==> src/rtl/rept_pkg.sv <==
`timescale 1ns / 1ps
// ----------------------------------------------------------------------------
// rept_pkg: shared types and constants of the encoder position/speed tracker
// Field widths, register indexes, fixed-point constants of the speed path and
// the request/response structs between the top level and the speed unit.
// ----------------------------------------------------------------------------
package rept_pkg;

    // Geometry
    localparam int ANGLE_BITS_DEF = 12;
    localparam int ANGLE_W        = 12;
    localparam int TIME_W         = 32;
    localparam int POS_W          = 32;
    localparam int SPEED_W        = 24;

    // Stream payload widths (whole bytes)
    localparam int S_TDATA_W = 80;
    localparam int M_TDATA_W = 72;

    // Configuration port
    localparam int CFG_IDX_W = 2;
    localparam int CFG_W     = 8;
    localparam logic [CFG_IDX_W-1:0] CFG_SAMPLE_INTERVAL = 2'd0;
    localparam logic [CFG_IDX_W-1:0] CFG_MIN_SPEED_DT    = 2'd1;
    localparam logic [CFG_W-1:0]     SAMPLE_INTERVAL_RST = 8'd10;
    localparam logic [CFG_W-1:0]     MIN_SPEED_DT_RST    = 8'd8;

    // Angle delta, wide enough for the largest angle resolution
    localparam int DELTA_W = 18;
    localparam int MAG_W   = 17;

    // Instant speed: |d| * 360 * 1000 * 256, then divided by dt * 2^ANGLE_BITS
    localparam int DIV_W     = 32;
    localparam int PROD_W    = 44;
    localparam int NUM_SUM_W = 48;
    localparam int K_W       = 27;
    localparam logic [K_W-1:0] SPEED_K = 27'd92160000;

    // Filter: weighted sum over ten, rounded via reciprocal of ten
    localparam int SUM_W       = 29;
    localparam int FILT_MAG_W  = 28;
    localparam int FILT_PROD_W = 60;
    localparam int RECIP_SHIFT = 35;
    localparam int FILT_Q_W    = FILT_PROD_W - RECIP_SHIFT;
    localparam logic [31:0] RECIP_TEN = 32'hCCCC_CCCD;
    localparam logic [FILT_MAG_W-1:0] ROUND_TEN = 28'd5;

    // Alpha weights in tenths
    localparam int ALPHA_W = 4;
    localparam logic [ALPHA_W-1:0] ALPHA_SLOW = 4'd3;
    localparam logic [ALPHA_W-1:0] ALPHA_MID  = 4'd4;
    localparam logic [ALPHA_W-1:0] ALPHA_FAST = 4'd6;
    localparam logic [ALPHA_W-1:0] ALPHA_ALL  = 4'd10;

    // Q8 speed limits and thresholds (magnitudes)
    localparam logic [SPEED_W-1:0] SPEED_POS_MAX = 24'd8388607;
    localparam logic [SPEED_W-1:0] SPEED_NEG_MAX = 24'd8388608;
    localparam logic [SPEED_W-1:0] SLOW_LIM_Q8   = 24'd7680;
    localparam logic [SPEED_W-1:0] FAST_LIM_Q8   = 24'd17920;
    localparam logic [SPEED_W-1:0] UNIT_Q8       = 24'd256;

    // Speed unit request and response
    typedef struct packed {
        logic signed [DELTA_W-1:0] delta;
        logic [TIME_W-1:0]         dt;
        logic signed [SPEED_W-1:0] speed;
    } spd_req_t;

    typedef struct packed {
        logic                      done;
        logic signed [SPEED_W-1:0] speed;
    } spd_rsp_t;

endpackage

==> src/rtl/rept_serdiv.sv <==
`timescale 1ns / 1ps
// ----------------------------------------------------------------------------
// rept_serdiv: bit-serial restoring divider
// One quotient bit per cycle: the dividend shifts out of the quotient register
// into the partial remainder while quotient bits shift in behind it.
// ----------------------------------------------------------------------------
module rept_serdiv (
    input  logic                       aclk,
    input  logic                       aresetn,
    input  logic                       start,
    input  logic [rept_pkg::DIV_W-1:0] num,
    input  logic [rept_pkg::DIV_W-1:0] den,
    output logic                       done,
    output logic [rept_pkg::DIV_W-1:0] quo
);

    localparam int DW    = rept_pkg::DIV_W;
    localparam int CNT_W = $clog2(DW);

    logic            busy_reg;
    logic            done_reg;
    logic [CNT_W-1:0] cnt_reg;
    logic [DW:0]     rem_reg;
    logic [DW-1:0]   quo_reg;
    logic [DW-1:0]   den_reg;

    logic [DW:0]     rem_sh;
    logic            fits;
    logic [DW:0]     rem_next;
    logic [DW-1:0]   quo_next;

    // Shift in the next dividend bit and trial-subtract
    always_comb begin
        rem_sh   = {rem_reg[DW-1:0], quo_reg[DW-1]};
        fits     = (rem_sh >= {1'b0, den_reg});
        rem_next = fits ? (rem_sh - {1'b0, den_reg}) : rem_sh;
        quo_next = {quo_reg[DW-2:0], fits};
    end

    // Step counter and shift registers
    always_ff @(posedge aclk) begin
        if (!aresetn) begin
            busy_reg <= 1'b0;
            done_reg <= 1'b0;
        end else begin
            // Flag the cycle after the last quotient bit
            done_reg <= busy_reg && !start && (cnt_reg == '0);
            if (start) begin
                busy_reg <= 1'b1;
                cnt_reg  <= CNT_W'(DW - 1);
                rem_reg  <= '0;
                quo_reg  <= num;
                den_reg  <= den;
            end else if (busy_reg) begin
                rem_reg <= rem_next;
                quo_reg <= quo_next;
                if (cnt_reg == '0) begin
                    busy_reg <= 1'b0;
                end else begin
                    cnt_reg <= cnt_reg - 1'b1;
                end
            end
        end
    end

    assign done = done_reg;
    assign quo  = quo_reg;

endmodule

==> src/rtl/rept_speed.sv <==
`timescale 1ns / 1ps
// ----------------------------------------------------------------------------
// rept_speed: instant speed and adaptive exponential filter
// Scales the angle delta, divides by the elapsed time on the serial divider,
// saturates, picks the filter weight and blends with the previous speed.
// ----------------------------------------------------------------------------
module rept_speed #(
    parameter int ANGLE_BITS = rept_pkg::ANGLE_BITS_DEF
) (
    input  logic               aclk,
    input  logic               aresetn,
    input  logic               start,
    input  rept_pkg::spd_req_t req,
    output rept_pkg::spd_rsp_t rsp
);

    localparam int MW  = rept_pkg::MAG_W;
    localparam int PW  = rept_pkg::PROD_W;
    localparam int NW  = rept_pkg::NUM_SUM_W;
    localparam int DVW = rept_pkg::DIV_W;
    localparam int SPW = rept_pkg::SPEED_W;
    localparam int SW  = rept_pkg::SUM_W;
    localparam int FMW = rept_pkg::FILT_MAG_W;
    localparam int FPW = rept_pkg::FILT_PROD_W;
    localparam int FQW = rept_pkg::FILT_Q_W;
    localparam int AW  = rept_pkg::ALPHA_W;

    typedef enum logic [2:0] {
        S_IDLE, S_MUL, S_NUM, S_DIV, S_SUM, S_REC, S_OUT
    } spd_state_t;

    spd_state_t             state_reg;
    logic                   neg_reg;
    logic [MW-1:0]          mag_reg;
    logic [DVW-1:0]         dt_reg;
    logic signed [SPW-1:0]  old_reg;
    logic [PW-1:0]          prod_reg;
    logic signed [SPW-1:0]  inst_reg;
    logic [AW-1:0]          alpha_reg;
    logic signed [SW-1:0]   sum_reg;
    logic                   fneg_reg;
    logic [FPW-1:0]         fprod_reg;
    rept_pkg::spd_rsp_t     rsp_reg;

    logic [PW-1:0]          prod_next;
    logic [NW-1:0]          num_sum;
    logic [DVW-1:0]         div_num;
    logic                   div_start;
    logic                   div_done;
    logic [DVW-1:0]         div_quo;
    logic [SPW-1:0]         q_lim;
    logic [SPW-1:0]         q_mag;
    logic signed [SPW-1:0]  inst_next;
    logic [AW-1:0]          alpha_next;
    logic signed [SW-1:0]   inst_ext;
    logic signed [SW-1:0]   old_ext;
    logic signed [SW-1:0]   a_ext;
    logic signed [SW-1:0]   b_ext;
    logic signed [SW-1:0]   sum_next;
    logic [SW-1:0]          sum_abs;
    logic [FMW-1:0]         fnum;
    logic [FPW-1:0]         fprod_next;
    logic [FQW-1:0]         fq;
    logic [SPW-1:0]         f_lim;
    logic [SPW-1:0]         f_mag;
    logic [SPW-1:0]         f_half;
    logic signed [SPW-1:0]  speed_next;

    // Scaled numerator, rounded by half the divisor and pre-shifted by 2^ANGLE_BITS
    always_comb begin
        prod_next = PW'(mag_reg) * PW'(rept_pkg::SPEED_K);
        num_sum   = NW'(prod_reg) + (NW'(dt_reg) << (ANGLE_BITS - 1));
        div_num   = DVW'(num_sum >> ANGLE_BITS);
        div_start = (state_reg == S_MUL) ? 1'b0 : (state_reg == S_NUM);
    end

    rept_serdiv u_div (
        .aclk    (aclk),
        .aresetn (aresetn),
        .start   (div_start),
        .num     (div_num),
        .den     (dt_reg),
        .done    (div_done),
        .quo     (div_quo)
    );

    // Saturate the instant speed and pick the filter weight
    always_comb begin
        q_lim     = neg_reg ? rept_pkg::SPEED_NEG_MAX : rept_pkg::SPEED_POS_MAX;
        q_mag     = (div_quo > DVW'(q_lim)) ? q_lim : div_quo[SPW-1:0];
        inst_next = neg_reg ? -$signed(q_mag) : $signed(q_mag);
        if (q_mag < rept_pkg::SLOW_LIM_Q8) begin
            alpha_next = rept_pkg::ALPHA_SLOW;
        end else if (q_mag < rept_pkg::FAST_LIM_Q8) begin
            alpha_next = rept_pkg::ALPHA_MID;
        end else begin
            alpha_next = rept_pkg::ALPHA_FAST;
        end
    end

    // Weighted blend in tenths, then round over ten by reciprocal
    always_comb begin
        inst_ext   = SW'(inst_reg);
        old_ext    = SW'(old_reg);
        a_ext      = $signed(SW'(alpha_reg));
        b_ext      = $signed(SW'(rept_pkg::ALPHA_ALL - alpha_reg));
        sum_next   = (a_ext * inst_ext) + (b_ext * old_ext);
        sum_abs    = sum_reg[SW-1] ? SW'(-sum_reg) : SW'(sum_reg);
        fnum       = FMW'(sum_abs) + rept_pkg::ROUND_TEN;
        fprod_next = FPW'(fnum) * FPW'(rept_pkg::RECIP_TEN);
    end

    // Saturate, halve below one degree per second, restore the sign
    always_comb begin
        fq         = fprod_reg[FPW-1:rept_pkg::RECIP_SHIFT];
        f_lim      = fneg_reg ? rept_pkg::SPEED_NEG_MAX : rept_pkg::SPEED_POS_MAX;
        f_mag      = (fq > FQW'(f_lim)) ? f_lim : fq[SPW-1:0];
        f_half     = (f_mag < rept_pkg::UNIT_Q8) ? (f_mag >> 1) : f_mag;
        speed_next = fneg_reg ? -$signed(f_half) : $signed(f_half);
    end

    // Sequencer
    always_ff @(posedge aclk) begin
        if (!aresetn) begin
            state_reg    <= S_IDLE;
            rsp_reg.done <= 1'b0;
        end else begin
            // Pulse done alongside the final speed
            rsp_reg.done <= (state_reg == S_OUT);
            unique case (state_reg)
                S_IDLE: begin
                    if (start) begin
                        neg_reg   <= req.delta[rept_pkg::DELTA_W-1];
                        mag_reg   <= req.delta[rept_pkg::DELTA_W-1] ?
                                     MW'(-req.delta) : MW'(req.delta);
                        dt_reg    <= req.dt;
                        old_reg   <= req.speed;
                        state_reg <= S_MUL;
                    end
                end
                S_MUL: begin
                    prod_reg  <= prod_next;
                    state_reg <= S_NUM;
                end
                S_NUM: begin
                    state_reg <= S_DIV;
                end
                S_DIV: begin
                    if (div_done) begin
                        inst_reg  <= inst_next;
                        alpha_reg <= alpha_next;
                        state_reg <= S_SUM;
                    end
                end
                S_SUM: begin
                    sum_reg   <= sum_next;
                    state_reg <= S_REC;
                end
                S_REC: begin
                    fneg_reg  <= sum_reg[SW-1];
                    fprod_reg <= fprod_next;
                    state_reg <= S_OUT;
                end
                S_OUT: begin
                    rsp_reg.speed <= speed_next;
                    state_reg     <= S_IDLE;
                end
                default: begin
                    state_reg <= S_IDLE;
                end
            endcase
        end
    end

    assign rsp = rsp_reg;

endmodule

==> src/rtl/rotary_encoder_position_speed_tracker.sv <==
`timescale 1ns / 1ps
// ----------------------------------------------------------------------------
// rotary_encoder_position_speed_tracker: absolute encoder unwrap and speed
// Takes timestamped angle samples, unwraps them into a 32-bit position and
// keeps an adaptively filtered speed in signed Q15.8 degrees per second.
// ----------------------------------------------------------------------------
// Each input beat yields exactly one output beat. Set-position commands,
// samples dropped by the sample interval, the first sample after reset and
// samples too close to the last speed update go from accept straight to the
// emit state, which loads their result once the output register is free. A
// sample that recomputes the speed first waits on the speed unit: the
// elapsed-time division runs on a bit-serial divider at one quotient bit per
// cycle, around which sit the start hand-over, the scaling multiply, the
// divider launch, the done hand-back, the filter sum, reciprocal and output
// steps and the return to the tracker. One item is in work at a time; a
// finished result waits in the output register while the next beat is
// accepted, and a result held up by the sink stalls the input until the
// register frees. Configuration writes are taken at any time but belong
// between items.
// ----------------------------------------------------------------------------
module rotary_encoder_position_speed_tracker #(
    parameter int ANGLE_BITS = rept_pkg::ANGLE_BITS_DEF
) (
    input  logic                           aclk,
    input  logic                           aresetn,
    // Input beat
    input  logic                           s_tvalid,
    output logic                           s_tready,
    // s_tdata: raw_angle[11:0], time_ms[43:12], new_position[75:44], zero pad
    input  logic [rept_pkg::S_TDATA_W-1:0] s_tdata,
    // s_tuser: cmd (0 sample, 1 set position)
    input  logic                           s_tuser,
    // Result beat
    output logic                           m_tvalid,
    input  logic                           m_tready,
    // m_tdata: cumulative_position[31:0], angular_speed[55:32],
    //          current_angle[67:56], zero pad
    output logic [rept_pkg::M_TDATA_W-1:0] m_tdata,
    // m_tuser: accepted
    output logic                           m_tuser,
    // Configuration writes
    input  logic                           cfg_valid,
    output logic                           cfg_ready,
    input  logic [rept_pkg::CFG_IDX_W-1:0] cfg_index,
    input  logic [rept_pkg::CFG_W-1:0]     cfg_data
);

    localparam int AW  = rept_pkg::ANGLE_W;
    localparam int TW  = rept_pkg::TIME_W;
    localparam int PSW = rept_pkg::POS_W;
    localparam int SPW = rept_pkg::SPEED_W;
    localparam int DW  = rept_pkg::DELTA_W;
    localparam int CW  = rept_pkg::CFG_W;
    localparam int OPAD = rept_pkg::M_TDATA_W - PSW - SPW - AW;

    localparam logic [AW-1:0] ANGLE_MASK =
        (ANGLE_BITS >= AW) ? {AW{1'b1}} : AW'((1 << ANGLE_BITS) - 1);
    localparam logic signed [DW-1:0] HALF_TURN = DW'(1 << (ANGLE_BITS - 1));
    localparam logic signed [DW-1:0] FULL_TURN = DW'(1 << ANGLE_BITS);

    typedef enum logic [1:0] {
        ST_IDLE, ST_BUSY, ST_EMIT
    } trk_state_t;

    trk_state_t            state_reg;
    logic [CW-1:0]         interval_reg;
    logic [CW-1:0]         min_dt_reg;
    logic [TW-1:0]         last_time_reg;
    logic [AW-1:0]         cur_angle_reg;
    logic [PSW-1:0]        pos_reg;
    logic signed [SPW-1:0] speed_reg;
    logic [TW-1:0]         speed_time_reg;
    logic                  primed_reg;
    logic                  acc_reg;
    logic                  spd_start_reg;
    rept_pkg::spd_req_t    spd_req_reg;
    logic                  m_tvalid_reg;
    logic                  m_tuser_reg;
    logic [rept_pkg::M_TDATA_W-1:0] m_tdata_reg;

    logic [AW-1:0]         angle_in;
    logic [TW-1:0]         time_in;
    logic [PSW-1:0]        newpos_in;
    logic [TW-1:0]         elapsed;
    logic                  take;
    logic signed [DW-1:0]  diff;
    logic signed [DW-1:0]  delta;
    logic [TW-1:0]         spd_dt;
    logic [CW-1:0]         min_dt_eff;
    logic                  dt_ok;
    rept_pkg::spd_rsp_t    spd_rsp;

    // Unpack the beat and judge the sample
    always_comb begin
        angle_in   = s_tdata[AW-1:0] & ANGLE_MASK;
        time_in    = s_tdata[AW+TW-1:AW];
        newpos_in  = s_tdata[AW+TW+PSW-1:AW+TW];
        elapsed    = time_in - last_time_reg;
        take       = (elapsed >= TW'(interval_reg));
        diff       = $signed(DW'(angle_in)) - $signed(DW'(cur_angle_reg));
        if (diff > HALF_TURN) begin
            delta = diff - FULL_TURN;
        end else if (diff < -HALF_TURN) begin
            delta = diff + FULL_TURN;
        end else begin
            delta = diff;
        end
        spd_dt     = time_in - speed_time_reg;
        min_dt_eff = (min_dt_reg == '0) ? CW'(1) : min_dt_reg;
        dt_ok      = (spd_dt >= TW'(min_dt_eff));
    end

    rept_speed #(
        .ANGLE_BITS (ANGLE_BITS)
    ) u_speed (
        .aclk    (aclk),
        .aresetn (aresetn),
        .start   (spd_start_reg),
        .req     (spd_req_reg),
        .rsp     (spd_rsp)
    );

    // Tracker state, configuration and result register
    always_ff @(posedge aclk) begin
        if (!aresetn) begin
            state_reg      <= ST_IDLE;
            interval_reg   <= rept_pkg::SAMPLE_INTERVAL_RST;
            min_dt_reg     <= rept_pkg::MIN_SPEED_DT_RST;
            last_time_reg  <= '0;
            cur_angle_reg  <= '0;
            pos_reg        <= '0;
            speed_reg      <= '0;
            speed_time_reg <= '0;
            primed_reg     <= 1'b0;
            spd_start_reg  <= 1'b0;
            m_tvalid_reg   <= 1'b0;
        end else begin
            // Kick the speed unit for a primed sample due a speed update
            spd_start_reg <= (state_reg == ST_IDLE) && s_tvalid && !s_tuser &&
                             take && primed_reg && dt_ok;

            // Release the result once the beat is taken and nothing replaces it
            if (m_tvalid_reg && m_tready && (state_reg != ST_EMIT)) begin
                m_tvalid_reg <= 1'b0;
            end

            // Register writes
            if (cfg_valid) begin
                unique case (cfg_index)
                    rept_pkg::CFG_SAMPLE_INTERVAL: interval_reg <= cfg_data;
                    rept_pkg::CFG_MIN_SPEED_DT:    min_dt_reg   <= cfg_data;
                    default: ;
                endcase
            end

            unique case (state_reg)
                ST_IDLE: begin
                    if (s_tvalid) begin
                        if (s_tuser) begin
                            pos_reg   <= newpos_in;
                            acc_reg   <= 1'b1;
                            state_reg <= ST_EMIT;
                        end else if (take) begin
                            acc_reg       <= 1'b1;
                            last_time_reg <= time_in;
                            cur_angle_reg <= angle_in;
                            pos_reg       <= pos_reg + PSW'(delta);
                            if (!primed_reg) begin
                                primed_reg     <= 1'b1;
                                speed_time_reg <= time_in;
                                speed_reg      <= '0;
                                state_reg      <= ST_EMIT;
                            end else if (dt_ok) begin
                                speed_time_reg    <= time_in;
                                spd_req_reg.delta <= delta;
                                spd_req_reg.dt    <= spd_dt;
                                spd_req_reg.speed <= speed_reg;
                                state_reg         <= ST_BUSY;
                            end else begin
                                state_reg <= ST_EMIT;
                            end
                        end else begin
                            acc_reg   <= 1'b0;
                            state_reg <= ST_EMIT;
                        end
                    end
                end
                ST_BUSY: begin
                    if (spd_rsp.done) begin
                        speed_reg <= spd_rsp.speed;
                        state_reg <= ST_EMIT;
                    end
                end
                ST_EMIT: begin
                    // Load the result once the output register is free
                    if (!m_tvalid_reg || m_tready) begin
                        m_tvalid_reg <= 1'b1;
                        m_tuser_reg  <= acc_reg;
                        m_tdata_reg  <= {{OPAD{1'b0}}, cur_angle_reg, speed_reg, pos_reg};
                        state_reg    <= ST_IDLE;
                    end
                end
                default: begin
                    state_reg <= ST_IDLE;
                end
            endcase
        end
    end

    assign s_tready  = (state_reg == ST_IDLE);
    assign m_tvalid  = m_tvalid_reg;
    assign m_tuser   = m_tuser_reg;
    assign m_tdata   = m_tdata_reg;
    assign cfg_ready = 1'b1;

    // A speed update only follows a primed timer
    a_start_primed : assert property (@(posedge aclk) disable iff (!aresetn)
        spd_start_reg |-> primed_reg)
        else $error("speed unit started before the timer was primed");

    // The speed unit only answers while the tracker waits for it
    a_done_busy : assert property (@(posedge aclk) disable iff (!aresetn)
        spd_rsp.done |-> (state_reg == ST_BUSY))
        else $error("speed result arrived outside the busy state");

    // One item in work at a time
    a_one_item : assert property (@(posedge aclk) disable iff (!aresetn)
        (s_tvalid && s_tready) |=> !s_tready)
        else $error("input beat accepted while an item was in work");

endmodule

==> config.mk <==
export PLATFORM = sky130hd
export DESIGN_NAME = rotary_encoder_position_speed_tracker
export DESIGN_NICKNAME = d
export VERILOG_FILES = /design/src/rtl/rept_pkg.sv /design/src/rtl/rept_serdiv.sv /design/src/rtl/rept_speed.sv /design/src/rtl/rotary_encoder_position_speed_tracker.sv
export SDC_FILE = /design/constraint.sdc
export NUM_CORES = 2
export LEC_CHECK = 0
export ABC_AREA = 1
export BUFFER_PORTS_ARGS = -buffer_cell sky130_fd_sc_hd__buf_2
export CORE_MARGIN = 1.5
export CORE_UTILIZATION = 35
export DETAILED_ROUTE_END_ITERATION = 6
export SLEW_MARGIN = 20
export SYNTH_ARGS = -nofsm -noshare
export SYNTH_HDL_FRONTEND = slang
export SYNTH_HIERARCHICAL = 1
export SYNTH_SLANG_ARGS = --single-unit
==> constraint.sdc <==
create_clock -name aclk -period 25.7 [get_ports aclk]
set_clock_uncertainty 0.15 [all_clocks]
set_input_delay 0 -clock aclk [delete_from_list [all_inputs] [get_ports aclk]]
set_output_delay 0 -clock aclk [all_outputs]
set_load 0.03 [all_outputs]
==> impl_results.md <==
- Outcome: finished, final reports clean
- RR Startpoint: u_speed/sum_reg[0]
- Minimum clock period: between 10 and 15 ns
- Setup violators final: 0
- Core Region: approximately 170000 sq um
- Htree depth: 3
- Post-cts sizing count: 0
- Mapped Area: between 60000 and 70000 sq um
- Slew @ Worst Pin: approximately 1.1 ns
- Global-route usage over all layers: 0.1907
- CP delay by family, top: adder cells
- Most used flip-flop cell after synthesis: edfxtp_1
- Largest net degree at the start of global routing: just under 80
- Fin crit share: 0.4116
- DIE WIDTH: between 400 and 500 microns
- WP data arrival: ~11 ns
- Layout cells sized above 1: 0.05500
- CP bufs+invs: 6
- Crit-path max FO: 8
- Max reg flops: 70
- Max Slew Vio Count: 0
- HP Class: input port to flip-flop
- Post-synth EDFFs: 451
- First-pass iteration count of the detailed router: 7
- Yosys warns: 6
- Hold Path Origin: s_tdata[18]
- Row Count: approximately 150
- Reg2reg end: u_speed/fprod_reg[53]
- Avg WL per Cell: ~16 microns
- Hold Path End: last_time_reg[6]
- Input/output buffers: between 150 and 200
- Avg Vias per Cell: roughly 4.8
- Most common cell in the netlist: nand2_1
- Async set-reset flop share out of synthesis: 0
- WP data required: roughly 26 ns
- Relative slew slack: 0.2729
- Synth Instances: between 7000 and 8000
- Vias post-DR: roughly 50000
- Final hold violation count: 0
- Antenna violations before repair: 7
- Skew-Pair Late Insertion Delay: a little under 0.7 ns
- Synthesized area per cell: between 7 and 8 sq um
- Die height: about 420 microns
- Area growth syn-to-layout: 12.31%
- RSZ-0062 raised after global routing: no
- Gpl congestion: 0.9528
- Peak VDD IR: roughly 0.050 mV
- Pwr/cell area: about 43 nW/um^2
- LEAKAGE: 34.61 nW
- WL final: approximately 170000 microns
- Die ar.: ~180000 sq um
- Setup CP Type: flip-flop to flip-flop
- Root Buffer: clkbuf_16
- Setup Buffers After CTS: 0
- Hold path cells: 4
- Top cells by area, synth: edfxtp_1 (22%), fa_1 (14%), ha_1 (14%)
- Area occupied by multi-input gates: 37050 sq um
- First-pass GRT wire length: roughly 270000 microns
- Critical Path End Type: flip-flop
- Setup crit start kind: flip-flop
- Congestion Overflow GR: 0
- CTS Buf Count: between 70 and 80
- Fill count: 17720
- Top cells by count, synth: nand2_1 (1867), inv_1 (1734), ha_1 (693), nor2_1 (654), edfxtp_1 (451)
- Final #Nets: 9311
- Worst stage delay on the critical path: about 0.63 ns
- Sink Count: 610
- R2r setup slk: around 15 ns
- Clock Path Buffers: 3
- Leading area contributor after synthesis: edfxtp_1
- Sequential cell area: between 15000 and 20000 sq um
- Post-synthesis register bit count: between 600 and 700
- Clock Pin Slew Worst Setup and Hold Paths: ~0.06 ns
- Initial Utilization: 0.3537
- Half-perimeter wire length after detailed placement: roughly 140000 microns
- Final core occ: 0.3973
- CTS tree: done
- Post-synthesis cell type count: 69
- Max Clk Rate: ~95 MHz
- Sequential share of the synthesized area: 0.2744
- DR DRC count: 0
- Hold buffers post-CTS: approximately 160
- Setup TNS: 0 ns
- Starting DRT DRC Count: about 2900
- Path depth of the worst reg2reg path: 37
- Final ANT Viol Nets: 0
- Vias in the first global route: 49750
- Max-Cap Viols: 0
- Slowest CP cell: fa_1
- Io pins: between 150 and 200
- Synth top area share: 0.2222
metrics by stage:
stage | cell area, sq um | std cells | total power [W] | worst slack, ns | hold WS [ns]
2_1_floorplan | 60960 | 7777 | 0.001675 | 17.21 | -0.01962
3_3_place_gp | 64280 | 10150 | 0.001863 | 14.98 | 0.09459
3_5_place_dp | 64280 | 10150 | 0.001871 | 15.08 | 0.1032
4_1_cts | 68430 | 10450 | 0.002973 | 15.07 | 0.002032
5_1_grt | 68440 | 10460 | 0.003111 | 14.58 | 0.03726
6_report | 68450 | 10460 | 0.002946 | 15.12 | 0.05336
cells by family (layout without fill, tap and decap cells):
kind of cell	Yosys count	after routing	share of synthesized area
AO/OA/AOI/OAI	737	737	0.06686
XOR/XNOR	239	239	0.03447
adder cells (fa/ha/maj)	1130	1130	0.2858
buffers and inverters	1878	2246	0.1190
flip-flops	610	610	0.2744
multiplexers	1	1	0.0001848
other	2	8	0.0001232
AND/OR/NAND/NOR	3177	3177	0.2191
layout by cell type, fill, tap and decap left out, types with 9 or more instances in the layout:
cell type,count
clkbuf_16,77
clkbuf_1,13
a31oi_1,18
dlygate4sd3_1,164
inv_2,18
o21a_1,19
o21bai_1,17
nand3_1,308
edfxtp_1,451
o21ai_0,185
nand2_2,19
o21ai_1,28
buf_4,28
inv_1,1733
clkinv_2,12
fa_1,437
and2_1,13
a21o_1,18
nor2_2,47
clkinv_1,10
nand3b_1,42
ha_1,693
nor3_1,52
nand3_2,11
xor2_1,172
xnor2_1,65
dfxtp_1,159
o211ai_1,13
nand2_1,1867
nor2_1,647
a21boi_0,9
nor4_1,18
nand4_1,113
buf_2,161
a21oi_1,384
metal layers:
layer,part of all wire,GRT usage
met1,0.44,0.2462
met2,0.49,0.3368
met3,0.041,0.02022
met4,0.024,0.05030
met5,0.00029,0
worst max-delay path by stage:
stage                       start                     to  slack [ns]  cells past startpoint
2_1_floorplan  u_speed/sum_reg[0]  u_speed/fprod_reg[53]       17.21                     41
3_3_place_gp   u_speed/sum_reg[0]  u_speed/fprod_reg[43]       14.98                     33
3_5_place_dp   u_speed/sum_reg[0]  u_speed/fprod_reg[53]       15.08                     37
4_1_cts        u_speed/sum_reg[0]  u_speed/fprod_reg[53]       15.07                     37
5_1_grt        u_speed/sum_reg[0]  u_speed/fprod_reg[53]       14.58                     37
6_report       u_speed/sum_reg[0]  u_speed/fprod_reg[53]       15.12                     37
final cells by class:
class                           count  share of cell area
Multi-Input combinational cell   5289              0.5413
Clock buffer                       94             0.02967
Inverter                         1755             0.09635
Sequential cell                   610              0.2444
Clock inverter                     43            0.006910
Antenna cell                        3           0.0001097
Timing Repair Buffer              354             0.03904
Tap cell                         2310             0.04222
worst reg2reg max path: cells and delay by family, from the launching register on:
kind / cells / cell delay, ns
AO/OA/AOI/OAI: 2 / 0.88
flip-flops: 1 / 0.50
AND/OR/NAND/NOR: 17 / 2.53
adder cells (fa/ha/maj): 9 / 4.37
buffers and inverters: 6 / 0.97
XOR/XNOR: 3 / 1.05
power breakdown:
part	internal [W]	switching, W	total, W
sequential	0.00112	0.0000293	0.00115
combinational	0.000255	0.000482	0.000736
clock	0.000612	0.000450	0.00106
total	0.00199	0.000961	0.00295
Note: power is estimated with default switching activity, not from simulation.
